### src/hw/rtl/ddnp_pkg.sv
// ----------------------------------------------------------------------------
// ddnp_pkg: shared types and constants of the delimited decimal parser
// Result kinds, byte classes, the front-to-back queue entry and the
// register map of the configuration port.
// ----------------------------------------------------------------------------
`default_nettype none

package ddnp_pkg;

   // register map of the configuration port
   localparam int CSR_INDEX_W = 3;
   localparam logic [CSR_INDEX_W-1:0] CSR_DELIM_A        = 3'd0;
   localparam logic [CSR_INDEX_W-1:0] CSR_DELIM_B        = 3'd1;
   localparam logic [CSR_INDEX_W-1:0] CSR_DELIM_C        = 3'd2;
   localparam logic [CSR_INDEX_W-1:0] CSR_DELIM_D        = 3'd3;
   localparam logic [CSR_INDEX_W-1:0] CSR_DELIM_ENABLE   = 3'd4;
   localparam logic [CSR_INDEX_W-1:0] CSR_NUMBERS_WANTED = 3'd5;

   // delimiter registers that the register map can reach
   localparam int NUM_DELIM_REGS = 4;
   localparam logic [7:0] DELIM_RESET [NUM_DELIM_REGS] = '{8'd32, 8'd9, 8'd44, 8'd59};
   localparam logic [NUM_DELIM_REGS-1:0] DELIM_ENABLE_RESET = 4'd1;
   localparam logic [7:0] NUMBERS_WANTED_RESET = 8'd1;

   // special bytes
   localparam logic [7:0] NL_BYTE   = 8'd10;
   localparam logic [7:0] CHAR_ZERO = 8'd48;
   localparam logic [7:0] CHAR_NINE = 8'd57;

   localparam int NUMBER_W = 31;
   localparam logic [NUMBER_W-1:0] VALUE_MAX = 31'h7FFF_FFFF;

   localparam int QUEUE_DEPTH = 2;

   typedef enum logic [2:0] {
      KIND_VALUE   = 3'd0,
      KIND_DONE    = 3'd1,
      KIND_BLANK   = 3'd2,
      KIND_NOT_NUM = 3'd3,
      KIND_TOO_FEW = 3'd4
   } kind_type;

   typedef enum logic [1:0] {
      CLS_NEWLINE = 2'd0,
      CLS_DELIM   = 2'd1,
      CLS_DIGIT   = 2'd2,
      CLS_OTHER   = 2'd3
   } byte_class_type;

   typedef struct packed {
      byte_class_type cls;
      logic [3:0]     digit;
   } queue_entry_type;

   typedef struct packed {
      kind_type            kind;
      logic [NUMBER_W-1:0] number;
      logic                saturated;
      logic                last;
   } rsp_item_type;

endpackage

`default_nettype wire

### src/hw/rtl/ddnp_if.sv
// ----------------------------------------------------------------------------
// ddnp_if: channel interfaces of the delimited decimal parser
// Byte request channel, result channel and register write channel, each
// with valid, ready and payload.
// ----------------------------------------------------------------------------
`default_nettype none

interface ddnp_req_if;
   logic       valid;
   logic       ready;
   logic [7:0] ch;

   modport source (output valid, output ch, input ready);
   modport sink   (input valid, input ch, output ready);
endinterface

interface ddnp_rsp_if;
   logic        valid;
   logic        ready;
   logic [2:0]  kind;
   logic [30:0] number;
   logic        saturated;
   logic        last;

   modport source (output valid, output kind, output number, output saturated,
                   output last, input ready);
   modport sink   (input valid, input kind, input number, input saturated,
                   input last, output ready);
endinterface

interface ddnp_csr_if;
   logic       valid;
   logic       ready;
   logic [2:0] index;
   logic [7:0] data;

   modport source (output valid, output index, output data, input ready);
   modport sink   (input valid, input index, input data, output ready);
endinterface

`default_nettype wire

### src/hw/rtl/ddnp_queue.sv
// ----------------------------------------------------------------------------
// ddnp_queue: short queue between the classifier and the token engine
// Two-entry register queue; push and pop may happen in the same cycle.
// ----------------------------------------------------------------------------
`default_nettype none

module ddnp_queue (
   input  wire logic                     clock,
   input  wire logic                     reset,
   input  wire logic                     push_valid,
   output      logic                     push_ready,
   input  wire ddnp_pkg::queue_entry_type push_data,
   output      logic                     pop_valid,
   input  wire logic                     pop_ready,
   output      ddnp_pkg::queue_entry_type pop_data
);
   import ddnp_pkg::*;

   localparam int PTR_W = (QUEUE_DEPTH > 1) ? $clog2(QUEUE_DEPTH) : 1;
   localparam int CNT_W = $clog2(QUEUE_DEPTH + 1);

   queue_entry_type   mem_ff [QUEUE_DEPTH];
   logic [PTR_W-1:0]  wr_ptr_ff, wr_ptr_in;
   logic [PTR_W-1:0]  rd_ptr_ff, rd_ptr_in;
   logic [CNT_W-1:0]  count_ff, count_in;
   logic              push_fire;
   logic              pop_fire;

   assign push_ready = (count_ff != CNT_W'(QUEUE_DEPTH));
   assign pop_valid  = (count_ff != '0);
   assign pop_data   = mem_ff[rd_ptr_ff];
   assign push_fire  = push_valid && push_ready;
   assign pop_fire   = pop_valid && pop_ready;

   // pointer and fill count update
   always_comb begin
      wr_ptr_in = wr_ptr_ff;
      rd_ptr_in = rd_ptr_ff;
      count_in  = count_ff;
      if (push_fire) begin
         wr_ptr_in = (wr_ptr_ff == PTR_W'(QUEUE_DEPTH - 1)) ? '0 : wr_ptr_ff + 1'b1;
      end
      if (pop_fire) begin
         rd_ptr_in = (rd_ptr_ff == PTR_W'(QUEUE_DEPTH - 1)) ? '0 : rd_ptr_ff + 1'b1;
      end
      if (push_fire && !pop_fire) begin
         count_in = count_ff + 1'b1;
      end else if (pop_fire && !push_fire) begin
         count_in = count_ff - 1'b1;
      end
   end

   always_ff @(posedge clock) begin
      if (reset) begin
         wr_ptr_ff <= '0;
         rd_ptr_ff <= '0;
         count_ff  <= '0;
      end else begin
         wr_ptr_ff <= wr_ptr_in;
         rd_ptr_ff <= rd_ptr_in;
         count_ff  <= count_in;
      end
   end

   // entry storage
   always_ff @(posedge clock) begin
      if (push_fire) begin
         mem_ff[wr_ptr_ff] <= push_data;
      end
   end

endmodule

`default_nettype wire

### src/hw/rtl/ddnp_front.sv
// ----------------------------------------------------------------------------
// ddnp_front: register file and byte classifier
// Holds the configuration registers and sorts each request byte into
// newline, delimiter, digit or other before it enters the queue.
// ----------------------------------------------------------------------------
`default_nettype none

module ddnp_front #(
   parameter int NUM_DELIMS = 4
) (
   input  wire logic                     clock,
   input  wire logic                     reset,
   ddnp_req_if.sink                      req_bus,
   ddnp_csr_if.sink                      csr_bus,
   output      logic                     push_valid,
   input  wire logic                     push_ready,
   output      ddnp_pkg::queue_entry_type push_data,
   output      logic [7:0]               numbers_wanted
);
   import ddnp_pkg::*;

   localparam int ACTIVE_DELIMS = (NUM_DELIMS < NUM_DELIM_REGS) ? NUM_DELIMS : NUM_DELIM_REGS;

   logic [7:0]                delim_ff [ACTIVE_DELIMS];
   logic [NUM_DELIM_REGS-1:0] delim_enable_ff;
   logic [7:0]                numbers_wanted_ff;
   logic                      csr_fire;
   logic                      delim_hit;
   logic [7:0]                digit_offset;

   assign csr_bus.ready  = 1'b1;
   assign csr_fire       = csr_bus.valid;
   assign numbers_wanted = numbers_wanted_ff;

   // delimiter registers
   for (genvar g = 0; g < ACTIVE_DELIMS; g++) begin : g_delim
      always_ff @(posedge clock) begin
         if (reset) begin
            delim_ff[g] <= DELIM_RESET[g];
         end else if (csr_fire && csr_bus.index == CSR_INDEX_W'(g)) begin
            delim_ff[g] <= csr_bus.data;
         end
      end
   end

   // enable mask and wanted count
   always_ff @(posedge clock) begin
      if (reset) begin
         delim_enable_ff   <= DELIM_ENABLE_RESET;
         numbers_wanted_ff <= NUMBERS_WANTED_RESET;
      end else if (csr_fire) begin
         if (csr_bus.index == CSR_DELIM_ENABLE) begin
            delim_enable_ff <= csr_bus.data[NUM_DELIM_REGS-1:0];
         end
         if (csr_bus.index == CSR_NUMBERS_WANTED) begin
            numbers_wanted_ff <= csr_bus.data;
         end
      end
   end

   // delimiter match over the enabled registers
   always_comb begin
      delim_hit = 1'b0;
      for (int i = 0; i < ACTIVE_DELIMS; i++) begin
         if (delim_enable_ff[i] && delim_ff[i] == req_bus.ch) begin
            delim_hit = 1'b1;
         end
      end
   end

   // classify the byte; newline wins over any delimiter match
   assign digit_offset = req_bus.ch - CHAR_ZERO;

   always_comb begin
      push_data.digit = digit_offset[3:0];
      if (req_bus.ch == NL_BYTE) begin
         push_data.cls = CLS_NEWLINE;
      end else if (delim_hit) begin
         push_data.cls = CLS_DELIM;
      end else if (req_bus.ch inside {[CHAR_ZERO:CHAR_NINE]}) begin
         push_data.cls = CLS_DIGIT;
      end else begin
         push_data.cls = CLS_OTHER;
      end
   end

   assign push_valid    = req_bus.valid;
   assign req_bus.ready = push_ready;

endmodule

`default_nettype wire

### src/hw/rtl/ddnp_back.sv
// ----------------------------------------------------------------------------
// ddnp_back: token engine and result stage
// Tracks the open token and the line, accumulates decimal values with
// clamping, and issues up to two results per byte through an output
// register and a second-result holding register.
// ----------------------------------------------------------------------------
`default_nettype none

module ddnp_back (
   input  wire logic                     clock,
   input  wire logic                     reset,
   input  wire logic                     pop_valid,
   output      logic                     pop_ready,
   input  wire ddnp_pkg::queue_entry_type pop_data,
   input  wire logic [7:0]               numbers_wanted,
   ddnp_rsp_if.source                    rsp_bus
);
   import ddnp_pkg::*;

   // line and token state
   logic                in_token_ff,      in_token_in;
   logic                token_bad_ff,     token_bad_in;
   logic                token_sat_ff,     token_sat_in;
   logic [NUMBER_W-1:0] accum_ff,         accum_in;
   logic [7:0]          parsed_count_ff,  parsed_count_in;
   logic                line_nonblank_ff, line_nonblank_in;
   logic                line_failed_ff,   line_failed_in;

   // result registers
   logic                out_valid_ff,  out_valid_in;
   rsp_item_type        out_ff,        out_in;
   logic                pend_valid_ff, pend_valid_in;
   rsp_item_type        pend_ff,       pend_in;

   logic                take;
   logic                out_taken;
   logic [1:0]          result_count;
   rsp_item_type        res0;
   rsp_item_type        res1;
   rsp_item_type        close_item;
   rsp_item_type        outcome_item;
   logic [7:0]          count_after;
   logic                fail_after;
   logic                starting;
   logic [NUMBER_W-1:0] base;
   logic [NUMBER_W+3:0] prod;
   logic                overflow;

   assign out_taken = out_valid_ff && rsp_bus.ready;
   assign pop_ready = !pend_valid_ff && (!out_valid_ff || rsp_bus.ready);
   assign take      = pop_valid && pop_ready;

   // value of the open token as a result
   always_comb begin
      close_item = '0;
      if (token_bad_ff) begin
         close_item.kind = KIND_NOT_NUM;
      end else begin
         close_item.kind      = KIND_VALUE;
         close_item.number    = accum_ff;
         close_item.saturated = token_sat_ff;
      end
   end

   // decimal step: accum * 10 + digit, clamped
   assign starting = !in_token_ff;
   assign base     = starting ? '0 : accum_ff;
   assign prod     = {1'b0, base, 3'b000} + {3'b000, base, 1'b0}
                   + {{NUMBER_W{1'b0}}, pop_data.digit};
   assign overflow = |prod[NUMBER_W+3:NUMBER_W];

   // line outcome at newline
   assign count_after = parsed_count_ff + {7'b0, in_token_ff && !token_bad_ff};
   assign fail_after  = in_token_ff && token_bad_ff;

   always_comb begin
      outcome_item = '0;
      if (!line_nonblank_ff) begin
         outcome_item.kind = KIND_BLANK;
      end else if (count_after >= numbers_wanted) begin
         outcome_item.kind = KIND_DONE;
      end else begin
         outcome_item.kind = KIND_TOO_FEW;
      end
   end

   // per-byte state update and results
   always_comb begin
      in_token_in      = in_token_ff;
      token_bad_in     = token_bad_ff;
      token_sat_in     = token_sat_ff;
      accum_in         = accum_ff;
      parsed_count_in  = parsed_count_ff;
      line_nonblank_in = line_nonblank_ff;
      line_failed_in   = line_failed_ff;
      result_count     = 2'd0;
      res0             = '0;
      res1             = '0;
      case (pop_data.cls)
         CLS_NEWLINE: begin
            if (!line_failed_ff) begin
               if (in_token_ff) begin
                  res0         = close_item;
                  result_count = 2'd1;
               end
               if (!fail_after) begin
                  if (in_token_ff) begin
                     res1         = outcome_item;
                     result_count = 2'd2;
                  end else begin
                     res0         = outcome_item;
                     result_count = 2'd1;
                  end
               end
            end
            in_token_in      = 1'b0;
            token_bad_in     = 1'b0;
            token_sat_in     = 1'b0;
            accum_in         = '0;
            parsed_count_in  = '0;
            line_nonblank_in = 1'b0;
            line_failed_in   = 1'b0;
         end
         CLS_DELIM: begin
            if (!line_failed_ff && in_token_ff) begin
               res0         = close_item;
               result_count = 2'd1;
               in_token_in  = 1'b0;
               if (token_bad_ff) begin
                  line_failed_in = 1'b1;
               end else begin
                  parsed_count_in = parsed_count_ff + 8'd1;
               end
            end
         end
         CLS_DIGIT, CLS_OTHER: begin
            if (!line_failed_ff) begin
               line_nonblank_in = 1'b1;
               if (parsed_count_ff < numbers_wanted) begin
                  in_token_in = 1'b1;
                  if (starting) begin
                     token_bad_in = 1'b0;
                     token_sat_in = 1'b0;
                     accum_in     = '0;
                  end
                  if (pop_data.cls == CLS_DIGIT) begin
                     if (overflow) begin
                        accum_in     = VALUE_MAX;
                        token_sat_in = 1'b1;
                     end else begin
                        accum_in = prod[NUMBER_W-1:0];
                     end
                  end else begin
                     token_bad_in = 1'b1;
                  end
               end
            end
         end
         default: begin
            result_count = 2'd0;
         end
      endcase
      res0.last = (result_count == 2'd1);
      res1.last = 1'b1;
   end

   // result stage: output register plus holding register for a second result
   always_comb begin
      out_valid_in  = out_valid_ff;
      out_in        = out_ff;
      pend_valid_in = pend_valid_ff;
      pend_in       = pend_ff;
      if (take) begin
         out_valid_in = (result_count != 2'd0);
         out_in       = res0;
         if (result_count == 2'd2) begin
            pend_valid_in = 1'b1;
            pend_in       = res1;
         end
      end else if (pend_valid_ff && out_taken) begin
         out_valid_in  = 1'b1;
         out_in        = pend_ff;
         pend_valid_in = 1'b0;
      end else if (out_taken) begin
         out_valid_in = 1'b0;
      end
   end

   always_ff @(posedge clock) begin
      if (reset) begin
         in_token_ff      <= 1'b0;
         token_bad_ff     <= 1'b0;
         token_sat_ff     <= 1'b0;
         accum_ff         <= '0;
         parsed_count_ff  <= '0;
         line_nonblank_ff <= 1'b0;
         line_failed_ff   <= 1'b0;
         out_valid_ff     <= 1'b0;
         pend_valid_ff    <= 1'b0;
      end else begin
         if (take) begin
            in_token_ff      <= in_token_in;
            token_bad_ff     <= token_bad_in;
            token_sat_ff     <= token_sat_in;
            accum_ff         <= accum_in;
            parsed_count_ff  <= parsed_count_in;
            line_nonblank_ff <= line_nonblank_in;
            line_failed_ff   <= line_failed_in;
         end
         out_valid_ff  <= out_valid_in;
         pend_valid_ff <= pend_valid_in;
      end
   end

   always_ff @(posedge clock) begin
      out_ff  <= out_in;
      pend_ff <= pend_in;
   end

   assign rsp_bus.valid     = out_valid_ff;
   assign rsp_bus.kind      = out_ff.kind;
   assign rsp_bus.number    = out_ff.number;
   assign rsp_bus.saturated = out_ff.saturated;
   assign rsp_bus.last      = out_ff.last;

endmodule

`default_nettype wire

### src/hw/rtl/delimited_decimal_number_parser.sv
// ----------------------------------------------------------------------------
// delimited_decimal_number_parser: streaming decimal token parser
// Text bytes arrive on the request channel; each request is one byte.
// Enabled delimiter bytes split a line into tokens and newline ends it.
// The first numbers_wanted tokens come out on the response channel as
// values (kind 0, clamped at 2147483647 with saturated set); a token with
// a non-digit gives a not-numerical result and silences the rest of the
// line. Newline gives line done, blank line or too few values.
// Registers are written over the csr channel (always ready) while idle;
// the user keeps to this, the block itself does not enforce it. One
// request per cycle while responses flow; a byte that yields two
// responses (newline closing a token) holds the token engine until its
// second response is in the output register. A two-entry queue sits
// between classifier and token engine, so the request side keeps going
// for two bytes while responses stall, then req_bus.ready drops until
// the response side moves again. Reset restores the register defaults,
// empties the queue and starts a fresh line.
// ----------------------------------------------------------------------------
`default_nettype none

module delimited_decimal_number_parser #(
   parameter int NUM_DELIMS = 4
) (
   input  wire logic clock,
   input  wire logic reset,
   ddnp_req_if.sink   req_bus,
   ddnp_rsp_if.source rsp_bus,
   ddnp_csr_if.sink   csr_bus
);
   import ddnp_pkg::*;

   logic            push_valid;
   logic            push_ready;
   queue_entry_type push_data;
   logic            pop_valid;
   logic            pop_ready;
   queue_entry_type pop_data;
   logic [7:0]      numbers_wanted;

   // classifier and register file
   ddnp_front #(
      .NUM_DELIMS (NUM_DELIMS)
   ) u_front (
      .clock          (clock),
      .reset          (reset),
      .req_bus        (req_bus),
      .csr_bus        (csr_bus),
      .push_valid     (push_valid),
      .push_ready     (push_ready),
      .push_data      (push_data),
      .numbers_wanted (numbers_wanted)
   );

   // decoupling queue
   ddnp_queue u_queue (
      .clock      (clock),
      .reset      (reset),
      .push_valid (push_valid),
      .push_ready (push_ready),
      .push_data  (push_data),
      .pop_valid  (pop_valid),
      .pop_ready  (pop_ready),
      .pop_data   (pop_data)
   );

   // token engine and responses
   ddnp_back u_back (
      .clock          (clock),
      .reset          (reset),
      .pop_valid      (pop_valid),
      .pop_ready      (pop_ready),
      .pop_data       (pop_data),
      .numbers_wanted (numbers_wanted),
      .rsp_bus        (rsp_bus)
   );

endmodule

`default_nettype wire

### src/flat_wrapper.sv
// flat-port wrapper written by rule: the top's interface ports become plain ports
module delimited_decimal_number_parser_flat import ddnp_pkg::*;
#(
   parameter int NUM_DELIMS = 4
)
  (clock, reset, req_bus_valid, req_bus_ch, req_bus_ready, rsp_bus_valid, rsp_bus_kind, rsp_bus_number, rsp_bus_saturated, rsp_bus_last, rsp_bus_ready, csr_bus_valid, csr_bus_index, csr_bus_data, csr_bus_ready);
  ddnp_req_if req_bus_i ();
  ddnp_rsp_if rsp_bus_i ();
  ddnp_csr_if csr_bus_i ();
  input  wire logic clock;
  input  wire logic reset;
  input wire logic [$bits(req_bus_i.valid)-1:0] req_bus_valid;
  input wire logic [$bits(req_bus_i.ch)-1:0] req_bus_ch;
  output wire logic [$bits(req_bus_i.ready)-1:0] req_bus_ready;
  output wire logic [$bits(rsp_bus_i.valid)-1:0] rsp_bus_valid;
  output wire logic [$bits(rsp_bus_i.kind)-1:0] rsp_bus_kind;
  output wire logic [$bits(rsp_bus_i.number)-1:0] rsp_bus_number;
  output wire logic [$bits(rsp_bus_i.saturated)-1:0] rsp_bus_saturated;
  output wire logic [$bits(rsp_bus_i.last)-1:0] rsp_bus_last;
  input wire logic [$bits(rsp_bus_i.ready)-1:0] rsp_bus_ready;
  input wire logic [$bits(csr_bus_i.valid)-1:0] csr_bus_valid;
  input wire logic [$bits(csr_bus_i.index)-1:0] csr_bus_index;
  input wire logic [$bits(csr_bus_i.data)-1:0] csr_bus_data;
  output wire logic [$bits(csr_bus_i.ready)-1:0] csr_bus_ready;
  assign req_bus_i.valid = req_bus_valid;
  assign req_bus_i.ch = req_bus_ch;
  assign req_bus_ready = req_bus_i.ready;
  assign rsp_bus_valid = rsp_bus_i.valid;
  assign rsp_bus_kind = rsp_bus_i.kind;
  assign rsp_bus_number = rsp_bus_i.number;
  assign rsp_bus_saturated = rsp_bus_i.saturated;
  assign rsp_bus_last = rsp_bus_i.last;
  assign rsp_bus_i.ready = rsp_bus_ready;
  assign csr_bus_i.valid = csr_bus_valid;
  assign csr_bus_i.index = csr_bus_index;
  assign csr_bus_i.data = csr_bus_data;
  assign csr_bus_ready = csr_bus_i.ready;
  delimited_decimal_number_parser #(.NUM_DELIMS(NUM_DELIMS)) u_core (.clock(clock), .reset(reset), .req_bus(req_bus_i), .rsp_bus(rsp_bus_i), .csr_bus(csr_bus_i));
endmodule
### config.mk
export PLATFORM = sky130hd
export DESIGN_NAME = delimited_decimal_number_parser_flat
export DESIGN_NICKNAME = d
export VERILOG_FILES = /design/src/hw/rtl/ddnp_pkg.sv /design/src/hw/rtl/ddnp_if.sv /design/src/hw/rtl/ddnp_queue.sv /design/src/hw/rtl/ddnp_front.sv /design/src/hw/rtl/ddnp_back.sv /design/src/hw/rtl/delimited_decimal_number_parser.sv /design/src/flat_wrapper.sv
export SDC_FILE = /design/constraint.sdc
export NUM_CORES = 1
export LEC_CHECK = 0
export ABC_CLOCK_PERIOD_IN_PS = 5600
export BUFFER_PORTS_ARGS = -buffer_cell sky130_fd_sc_hd__buf_2
export CAP_MARGIN = 20
export CORE_UTILIZATION = 62
export CTS_BUF_LIST = sky130_fd_sc_hd__clkbuf_16
export DETAILED_ROUTE_END_ITERATION = 6
export PLACE_DENSITY_LB_ADDON = 0.05
export SLEW_MARGIN = 30
export SYNTH_ARGS = -nofsm -noshare
export SYNTH_HDL_FRONTEND = slang
export SYNTH_SLANG_ARGS = --single-unit
export TNS_END_PERCENT = 1
### constraint.sdc
create_clock -name clock -period 5.6 [get_ports clock]
set_input_delay 1.12 -clock clock [delete_from_list [all_inputs] [get_ports clock]]
set_output_delay 1.12 -clock clock [all_outputs]
set_load 0.01 [all_outputs]
==> impl_results.md, run 1 <==
* Post-route ant nets at 0
* Period minus WS final at approximately 4.4 ns
* Critical setup path kind: reg -> reg
* CTS Hold Bufs at 0
* First-pass GRT wire length at 37.3 mm
* Post-Syn Instances at between 900 and 1,000
* Total wire length at ~23 mm
* CTS Sinks at 146
* Worst path cell trace: and2_1 -> ha_1 -> ha_1 -> fa_1 -> a211oi_2 -> o211ai_1 -> a21o_1 -> a311oi_2 -> a311o_2 -> nand3_1 -> o31ai_1 -> a311oi_1
* Buf+Inv Stages, Crit Path at 0
* Die X at 125 um
* Yosys warns at 0
* Hold Violations, Final at 0
* Hold path start: u_core.u_front.numbers_wanted[6]
* Routed via count at 7,470
* Die Area at 15,500 um^2
* Share of layout cells above drive strength 1 at 12.9%
* CTS resizes at 0
* Number of global-route vias before repair at 7,134
* Die H at 125 um
* Wire length on met2 at 10.4 mm
* Met3 wire len at around 1.4 mm
* Period utilization at 77.8%
* Postcts setup bufs at 0
* Total leakage power at roughly 0.0045 uW
* Slew Limit Fails at 0
* Main flop type after synthesis: edfxtp_1
* RSZ-0062 raised after global routing: no
* Mean Syn Cell Area at 9.69 um^2
* Syn_nets at 1,066
* Fmax at 0.230 GHz
* # rows at 44
* Diode count at 0
* Max layer used: met4
* Synthesized cell area at 9310 um^2
* Post-Route Skew at 0.0107 ns
* Post-DP HPWL at 16.3 mm
* PortBufs at 61
* Synth area leader: edfxtp_1
* Vias per cell at 6.26
* Worst path most repeated cell: ha_1
* DRC viols at 0
* CP startpoint kind: flop
* Synth area leaders: edfxtp_1 (27%), dfxtp_1 (14%), ha_1 (11%)
* TritonRoute pass-1 iters at 5
* Critical Path RT at 5.88 ns
* Initial cell density of the core at 63.8%
* Worst setup path startpoint: u_core.u_back.in_token_ff
* Reg2reg setup slack at 1.24 ns
* Core area at 14,600 um^2
* Antenna violations before repair at 0
* Min-Delay Path Class: reg -> reg
* Top post-synthesis cells by count: nand2_1 (84), edfxtp_1 (83), ha_1 (81)
* Post-synthesis sequential area ratio at 40.3%
* Synth top area share at 26.8%
* CTS Root Cell: clkbuf_16
* Largest net degree at the start of global routing at 37
* I/O pins at 63
* Htree depth at 4
* Max Root-Sink Buffers at 2
* Setup crit end kind: flop
* Outcome: finished clean
* Power per Cell Area at approximately 340 nW/um^2
* CTS clk-pin slew, worst paths at 0.06 ns
* WL met1 at 10.7 mm
* Post-synth EDFFs at 83
* Num CTS Buffers at 17
* Slew HR at approximately two fifths
* Post-synthesis cell type count at 81
* Net count, final at roughly 1,100
* Initial DRC Count at about 550
* Critical path's largest stage delay at 0.81 ns
* Worst slew pin tran at 0.916 ns
* Yosys reg bits at 146
* Gp weighted congestion at 0.928
* Area Growth Syn to Fin at 10.2%
* CP max FO at 23
* Gr ovfl total at 0
* Hold_ws at 0.454 ns
* GRT Resource Usage Total at 30.3%
* Max cap viols at 0
* # setup viols final at 0
* Clk_lat worst skew at 0.43 ns
* CP delay by family, top: compound AO/OA/AOI/OAI gates
* Most common cell in the netlist: nand2_1
* Worst IR Drop VDD at 0.327 mV
* WL per Instance at 19.1 um
* CTS tree: yes
* Asr flop ratio synth at 0%
* Setup TNS at 0 ns
* CP max-delay cell: dfxtp_1
* FF-to-FF Start: u_core.u_back.in_token_ff
* Critical path arrival at approximately 4.6 ns
routing by layer:
layer  track usage [%]  vias up
met4              7.94        0
met3              5.58       31
met5                 0        -
met2              46.5      252
met1              43.8     3562
li1                  -     3625
final timing paths:
check                                                   endpoint  depth (start not counted)
worst max-delay path                  u_core.u_back.accum_ff[23]                         12
worst min-delay path            u_core.u_front.numbers_wanted[6]                          2
worst max register to register        u_core.u_back.accum_ff[23]                         12
worst min register to register  u_core.u_front.numbers_wanted[6]                          2
flip-flops by register name, summed over array words and instances (netlist names), 2 cells and up, named ones only:
name and count:
u_core.u_back.rsp_bus.kind 3, u_core.u_back.rsp_bus.number 31, u_core.u_front.numbers_wanted 8, u_core.u_front.delim_ff 32, u_core.u_queue.mem_ff 12, u_core.u_back.parsed_count_ff 8, u_core.u_queue.count_ff 2, u_core.u_front.delim_enable_ff 4
u_core.u_back.pend_ff 3, u_core.u_back.accum_ff 31
worst min-delay path: stages, from the launching register on:
cell and delay, ns:
dfxtp_1 0.31, nand2_1 0.05, a21oi_1 0.05
area by class of cell:
type | count | area (um^2)
clock inverter | 15 | 196
fill | 1134 | 4330
inverter | 21 | 78.8
timing repair buffer | 67 | 350
sequential | 146 | 3750
tap | 184 | 230
multi-input combinational | 744 | 5220
clock buffer | 17 | 425
kinds of logic (layout without fill, tap and decap cells):
| logic type | after synthesis | in the layout | synth area share (%) |
|---|---|---|---|
| other | 1 | 1 | 0.0403 |
| XOR/XNOR | 74 | 74 | 7.05 |
| AND/OR/NAND/NOR | 349 | 349 | 19.5 |
| multiplexers | 13 | 13 | 1.51 |
| adder cells (fa/ha/maj) | 82 | 82 | 11.1 |
| flip-flops | 146 | 146 | 40.3 |
| AO/OA/AOI/OAI | 225 | 225 | 16.8 |
| buffers and inverters | 70 | 120 | 3.64 |
cells in the final DEF, fill, tap and decap left out, types with 9 or more instances in the layout:
cell type  count
a21o_1        16
a21oi_1       63
a221o_1        9
a31oi_1       10
and2_1        54
and3_1        40
buf_2         61
clkbuf_16     17
dfxtp_1       63
edfxtp_1      83
ha_1          81
inv_1         19
nand2_1       84
nand2b_1      18
nand3_1       25
nand4_1       22
nor2_1        53
nor3_1        15
nor4_1         9
o211ai_1      11
o21a_1        10
o21ai_0       38
or3_1         11
xnor2_1       34
xor2_1        39
stage by stage:
step           power, uW  utilization (%)  setup slack (ns)  instances  instance area, um^2
6_report            3490             70.3              1.24       1194                10300
5_1_grt             3640             70.3             0.946       1194                10300
4_1_cts             3500             70.3              1.29       1194                10300
3_5_place_dp        2290             66.0              1.33       1162                 9630
3_3_place_gp        2280             66.0              1.43       1162                 9630
2_1_floorplan       2020                -              1.63        960                 9310
report_power, final:
group	internal, uW	leakage [uW]	switching, uW
combinational	293	0.00286	534
sequential	1350	0.00131	107
clock	716	0.000303	486
Power figures use the tool's default switching activity.
==> inputs of run 2 (changes only) <==
--- a/config.mk
+++ b/config.mk
@@ -5,10 +5,11 @@
 export SDC_FILE = /design/constraint.sdc
 export NUM_CORES = 1
 export LEC_CHECK = 0
-export ABC_CLOCK_PERIOD_IN_PS = 5600
+export ABC_AREA = 1
+export ABC_CLOCK_PERIOD_IN_PS = 3600
 export BUFFER_PORTS_ARGS = -buffer_cell sky130_fd_sc_hd__buf_2
 export CAP_MARGIN = 20
-export CORE_UTILIZATION = 62
+export CORE_UTILIZATION = 56
 export CTS_BUF_LIST = sky130_fd_sc_hd__clkbuf_16
 export DETAILED_ROUTE_END_ITERATION = 6
 export PLACE_DENSITY_LB_ADDON = 0.05
==> constraint.sdc (replaced) <==
create_clock -name clock -period 3.6 [get_ports clock]
set_input_delay 0.72 -clock clock [delete_from_list [all_inputs] [get_ports clock]]
set_output_delay 0.72 -clock clock [all_outputs]
set_load 0.01 [all_outputs]
==> impl_results.md, run 2 <==
* Gp weighted congestion at 0.960 (+3.5%)
* Period minus WS final at 3.27 ns (-1.09 ns)
* Post-route ant nets at 0 (unchanged)
* Largest net degree at the start of global routing at 52 (+41%)
* Num CTS Buffers at 17 (unchanged)
* Post-Route Skew at 0.00973 ns (-0.000986 ns)
* Outcome: finished clean
* Top post-synthesis cells by count: nand2_1 (390), inv_1 (184), nor2_1 (144)
* Postcts setup bufs at 0 (unchanged)
* Worst slew pin tran at 0.701 ns (-0.215 ns)
* Gr ovfl total at 0 (unchanged)
* FF-to-FF Start: u_core.u_back.in_token_ff
* Period utilization at 90.7% (+13 points)
* Diode count at 0 (unchanged)
* Post-synth EDFFs at 83 (unchanged)
* Antenna violations before repair at 0 (unchanged)
* WL per Instance at 15.3 um (-20%)
* Synth area leader: edfxtp_1
* Setup TNS at 0 ns (unchanged)
* Total wire length at 25.1 mm (+9.9%)
* Max reg flops at 32 (unchanged)
* Number of global-route vias before repair at 7,985 (+12%)
* Max cap viols at 0 (unchanged)
* Critical Path RT at 3.88 ns (-2.00 ns)
* Post-synthesis sequential area ratio at 38.2% (-2.2 points)
* Hold Violations, Final at 0 (unchanged)
* Core Util, Final at 63.5% (-6.8 points)
* CTS Root Cell: clkbuf_16
* Share of layout cells above drive strength 1 at 10.2% (-2.7 points)
* Most common cell after layout, fill and taps aside: nand2_1
* Area Growth Syn to Fin at 11.3%
* Hold path start: u_core.u_queue.rd_ptr_ff
* Yosys warns at 0 (unchanged)
* Total leakage power at 0.00551 uW (+23%)
* First-pass GRT wire length at 39.6 mm (+6.3%)
* I/O pins at 63 (unchanged)
* Htree depth at 4 (unchanged)
* CP max FO at 16 (-30%)
* CP startpoint kind: flop
* GRT Resource Usage Total at 28.4% (-1.9 points)
* Final Power at 6750 uW (+94%)
* Worst setup path startpoint: u_core.u_back.in_token_ff
* Yosys reg bits at 146 (unchanged)
* Vias per cell at 5.39 (-14%)
* Post-DP HPWL at 18.4 mm (+13%)
* Min-Delay Path Class: reg -> reg
* # setup viols final at 0 (unchanged)
* CTS Sinks at 146 (unchanged)
* Die Area at 18,100 um^2 (+17%)
* Most flops, register: u_core.u_front.delim_ff
* Mean Syn Cell Area at 7.29 um^2 (-25%)
* RSZ-0062 raised after global routing: no
* Most frequent cells in the layout: nand2_1 (390), inv_1 (184), nor2_1 (144)
* Most common cell in the netlist: nand2_1
* Power per Cell Area at 617 nW/um^2 (+81%)
* PortBufs at 61 (unchanged)
* Critical setup path kind: reg -> reg
* Core area at 17,200 um^2 (+18%)
* Dpl cell area at 10,300 um^2 (+7.2%)
* Worst IR Drop VDD at 0.350 mV (+7.1%)
* Max Root-Sink Buffers at 2 (unchanged)
* Main flop type after synthesis: edfxtp_1
* Cell area after layout at 10,900 um^2 (+6.7%)
* Synth top area share at 25.3% (-1.4 points)
* Fillers at 1,585 (+40%)
* TritonRoute pass-1 iters at 5 (unchanged)
* Die X at 135 um (+8.0%)
* Clk_lat worst skew at 0.44 ns (about the same)
* Synth area leaders: edfxtp_1 (25%), nand2_1 (15%), dfxtp_1 (13%)
* Initial DRC Count at 621 (+13%)
* Net count, final at 1,509 (+37%)
* Setup crit end kind: flop
* Slew HR at 53.3% (+14 points)
* Slew Limit Fails at 0 (unchanged)
* Die H at 135 um (+8.0%)
* CTS tree: yes
* Post-Syn Instances at 1,349 (+41%)
* Post-synthesis cell type count at 47 (-42%)
* Critical path arrival at 3.55 ns (-1.08 ns)
* Initial cell density of the core at 57.1% (-6.7 points)
* Asr flop ratio synth at 0% (unchanged)
* Synthesized cell area at 9840 um^2 (+5.7%)
* Routed via count at 8,837 (+18%)
* Fmax at 0.306 GHz (+33%)
* # rows at 48 (+9.1%)
* Syn_nets at 1,455 (+36%)
* CTS clk-pin slew, worst paths at 0.06 ns (about the same)
* DRC viols at 0 (unchanged)
## run 2: changes by cell type after synthesis, moves of 22 or more
cell,delta
nor2_1,+90
and3_1,-40
nand2_1,+306
o21ai_0,+23
and2_1,-54
a21oi_1,+35
inv_1,+165
xnor2_1,-22
## run 2: stage by stage
step / worst slack [ns] / hold slack, ns / instances
global placement: 0.380 / 0.435 / 1607
floorplan: 0.432 / 0.426 / 1349
finish: 0.334 / 0.479 / 1641
CTS: 0.249 / 0.477 / 1639
detailed placement: 0.301 / 0.461 / 1607
global route: 0.00471 / 0.495 / 1641
## run 2: worst paths after layout
check,to,slack (ns),depth (start not counted)
setup / recovery,u_core.u_back.token_sat_ff,0.33,21
hold / removal,u_core.u_queue.rd_ptr_ff,0.48,1
setup reg to reg,u_core.u_back.token_sat_ff,0.33,21
hold reg to reg,u_core.u_queue.rd_ptr_ff,0.48,1
## run 2: final cells by class
cell class	count	area, um^2	share of cell area (%)
multi-input cells	973	5200	47.5
flip-flops and latches	146	3750	34.3
inverters	195	732	6.69
clock buffers	17	425	3.89
repair buffers	70	403	3.68
well taps	225	282	2.57
clock inverters	15	145	1.33
## run 2: what timing repair did
action                     in CTS  in global routing
gates resized for setup         0                  2
setup endpoints to repair       0                 22
hold buffers                    0                  0
hold endpoints to repair        0                  0
## run 2: power breakdown
| group | switching (uW) | internal, uW |
|---|---|---|
| Clock | 780 | 969 |
| Combinational | 1790 | 797 |
| Sequential | 193 | 2220 |
## run 2: metal layers
layer	vias up	wire, um	global-route usage (%)
met2	278	12000	47.5
met4	0	752	12.4
met3	49	1670	5.33
li1	4478	-	-
met5	-	0	0
met1	4032	10700	35.8
## run 2: kinds of logic (layout without fill, tap and decap cells)
group                    Yosys count  in the layout  synth area share (%)
XOR/XNOR                          34             34                  3.03
adder cells (fa/ha/maj)           82             82                  10.5
flip-flops                       146            146                  38.2
AO/OA/AOI/OAI                    206            206                  11.7
AND/OR/NAND/NOR                  649            650                  27.4
other                              1              1                0.0381
buffers and inverters            231            297                  9.13
## run 2: worst max-delay path, cell delays in order, from the launching register on
cell and delay [ns]:
dfxtp_2 0.43, nand2_1 0.16, o21ai_0 0.17, inv_1 0.07
ha_1 0.32, fa_1 0.47, nand2_1 0.11, nand2_1 0.06
nand3b_1 0.08, nand2_1 0.11, nand2_1 0.08, nand2_1 0.12
nand2_1 0.10, nand2_1 0.05, nand2_1 0.06, nand2_1 0.06
nor2_2 0.13, nand2_2 0.16, nand2_8 0.19, nand2_1 0.08
nand2_1 0.06, a21oi_1 0.06
==> inputs of run 3 (changes only) <==
--- a/config.mk
+++ b/config.mk
@@ -5,7 +5,6 @@
 export SDC_FILE = /design/constraint.sdc
 export NUM_CORES = 1
 export LEC_CHECK = 0
-export ABC_AREA = 1
 export ABC_CLOCK_PERIOD_IN_PS = 3600
 export BUFFER_PORTS_ARGS = -buffer_cell sky130_fd_sc_hd__buf_2
 export CAP_MARGIN = 20
==> impl_results.md, run 3 (same netlist as run 1, synthesis figures left out) <==
* Cell area after layout at 10,700 um^2 (-1.9%)
* Gp weighted congestion at 0.916 (-4.6%)
* CP max FO at 6 (-10)
* Critical path arrival at 3.91 ns (+0.36 ns)
* Core area at 16,100 um^2 (-6.8%)
* CTS clk-pin slew, worst paths at 0.07 ns (about the same)
* Most common cell after layout, fill and taps aside: nand2_1
* Initial DRC Count at 701 (+13%)
* Layout Cells excl Fill at 1,275 (-22%)
* Worst slew pin tran at 0.949 ns (+0.248 ns)
* Dpl cells at 1,239 (-23%)
* Period utilization at 100% (+9.4 points)
* CTS Sinks at 146 (unchanged)
* DRC viols at 2 (+2)
* Most frequent cells in the layout: nand2_1 (84), edfxtp_1 (83), ha_1 (77)
* First-pass GRT wire length at 36.7 mm (-7.4%)
* Post-route ant nets at 0 (unchanged)
* Total leakage power at 0.00469 uW (-15%)
* I/O pins at 63 (unchanged)
* # setup viols final at 1 (+1)
* Power per Cell Area at 504 nW/um^2 (-18%)
* Clock power frac at 32.1% (+6.2 points)
* Internal at 3590 uW (-10%)
* Die X at 131 um (-2.7%)
* Sw frac at 33.7% (-7.2 points)
* Min-Delay Path Class: reg -> reg
* Total wire length at 23.2 mm (-7.7%)
* RSZ-0062 raised after global routing: yes
* Fmax at 0.277 GHz (-9.4%)
* Max reg flops at 32 (unchanged)
* Slew HR at 36.5% (-17 points)
* Net count, final at 1,152 (-24%)
* Sequential Power Share at 41.2% (+5.5 points)
* Period minus WS final at 3.61 ns (+0.340 ns)
* CTS Root Cell: clkbuf_16
* Share of layout cells above drive strength 1 at 18.1% (+8.0 points)
* Die H at 131 um (-2.7%)
* Place WS at -0.122 ns (-0.423 ns)
* Post-DP HPWL at 16.9 mm (-8.4%)
* Routed via count at 7,598 (-14%)
* Critical setup path kind: reg -> reg
* Gr ovfl total at 0 (unchanged)
* # rows at 46 (-4.2%)
* PortBufs at 61 (unchanged)
* Worst IR Drop VDD at 0.366 mV (+4.4%)
* Area Growth Syn to Fin at 15.4%
* Largest net degree at the start of global routing at 37 (-29%)
* Hold Violations, Final at 0 (unchanged)
* Diode count at 0 (unchanged)
* Clk_lat worst skew at 0.43 ns (about the same)
* Dpl cell area at 10,000 um^2 (-2.9%)
* Max Root-Sink Buffers at 2 (unchanged)
* Initial cell density of the core at 58.0% (+0.89 points)
* TritonRoute pass-1 iters at 7 (+2)
* P_sw at 1830 uW (-34%)
* Antenna violations before repair at 0 (unchanged)
* Htree depth at 4 (unchanged)
* Most flops, register: u_core.u_front.delim_ff
* CTS tree: yes
* CP startpoint kind: flop
* Vias per cell at 5.96 (+11%)
* Max cap viols at 0 (unchanged)
* Post-Route Skew at 0.00951 ns (-0.000222 ns)
* GRT Resource Usage Total at 28.2% (-0.16 points)
* CTS Hold Bufs at 0 (unchanged)
* Logic gate share of total power at 26.7% (-12 points)
* Setup WS post-layout at -0.00602 ns (-0.340 ns)
* WL per Instance at 18.2 um (+19%)
* Outcome: finished with violations
* Fillers at 1,264 (-20%)
* Slew Limit Fails at 0 (unchanged)
* Failing checks: design-rule violations, negative setup slack
* Setup crit end kind: flop
* Num CTS Buffers at 17 (unchanged)
* Die Area at 17,100 um^2 (-5.3%)
* Number of global-route vias before repair at 7,260 (-9.1%)
* Critical Path RT at 3.91 ns (+0.03 ns)
[run 3: changes by cell type in the layout (fill, tap and decap cells not counted), sizes merged, moves of 21 or more]
| cell | previous run | this run |
|---|---|---|
| and2 | 0 | 55 |
| xnor2 | 12 | 34 |
| and3 | 0 | 41 |
| buf | 69 | 115 |
| o21ai | 62 | 41 |
| a21oi | 104 | 65 |
| nand2 | 407 | 85 |
| inv | 198 | 30 |
| nor2 | 151 | 54 |
[run 3: through the flow]
stage / power, uW / util (%) / hold WS, ns / setup TNS [ns]
6_report: 5420 / 66.9 / 0.458 / -0.00602
5_1_grt: 5700 / 66.9 / 0.477 / -2.26
4_1_cts: 5410 / 66.5 / 0.459 / -0.00365
3_5_place_dp: 3670 / 62.5 / 0.447 / -0.584
3_3_place_gp: 3650 / 62.5 / 0.445 / -0.115
2_1_floorplan: 3170 / - / 0.436 / 0
[run 3: power by group through the flow]
stage	clock, uW	sequential [uW]	combinational (uW)
after global placement	0	2260	1390
after detailed placement	0	2260	1410
final	1740	2230	1450
after CTS	1750	2230	1420
after global routing	1830	2280	1590
after floorplan	0	2340	830
[run 3: path summary, 6_finish.rpt]
kind / from / endpoint / slack [ns] / cells past startpoint
max: flop / u_core.u_back.accum_ff[16] / -0.006 / 13
min: u_core.u_front.numbers_wanted[6] / u_core.u_front.numbers_wanted[6] / 0.46 / 2
max reg2reg: flop / u_core.u_back.accum_ff[16] / -0.006 / 13
min reg2reg: u_core.u_front.numbers_wanted[6] / u_core.u_front.numbers_wanted[6] / 0.46 / 2
[run 3: timing repair]
action / CTS / global route
resized for setup: 7 / 10
setup endpoints to repair: 25 / 32
pin swaps: 7 / 8
cloned: 1 / 0
buffers inserted: 2 / 1
[run 3: routing by layer]
layer,track usage (%),wire length (um),vias to the layer above
met5,0,0,-
met3,5.25,1020,39
met2,49.8,11700,219
li1,-,-,3727
met1,34.3,9930,3613
met4,10.0,533,0
[run 3: area by class of cell]
type                       instances  area (um^2)  area share [%]
multi-input combinational        745         5330            49.6
sequential                       146         3760            35.0
timing repair buffer             115          718            6.69
clock buffer                      17          425            3.96
tap                              216          270            2.52
clock inverter                    15          160            1.49
inverter                          21         78.8           0.734
[run 3: worst max-delay path, cell delays in order (launching register included)]
cell      delay (ns)
dfxtp_4         0.37
mux2_4          0.32
ha_4            0.22
ha_4            0.16
fa_2            0.35
a211oi_2        0.25
o211ai_1        0.22
a221oi_2        0.35
o31ai_2         0.13
a21oi_2         0.27
xor2_2          0.18
buf_6           0.15
a31oi_4         0.18
a221o_2         0.34
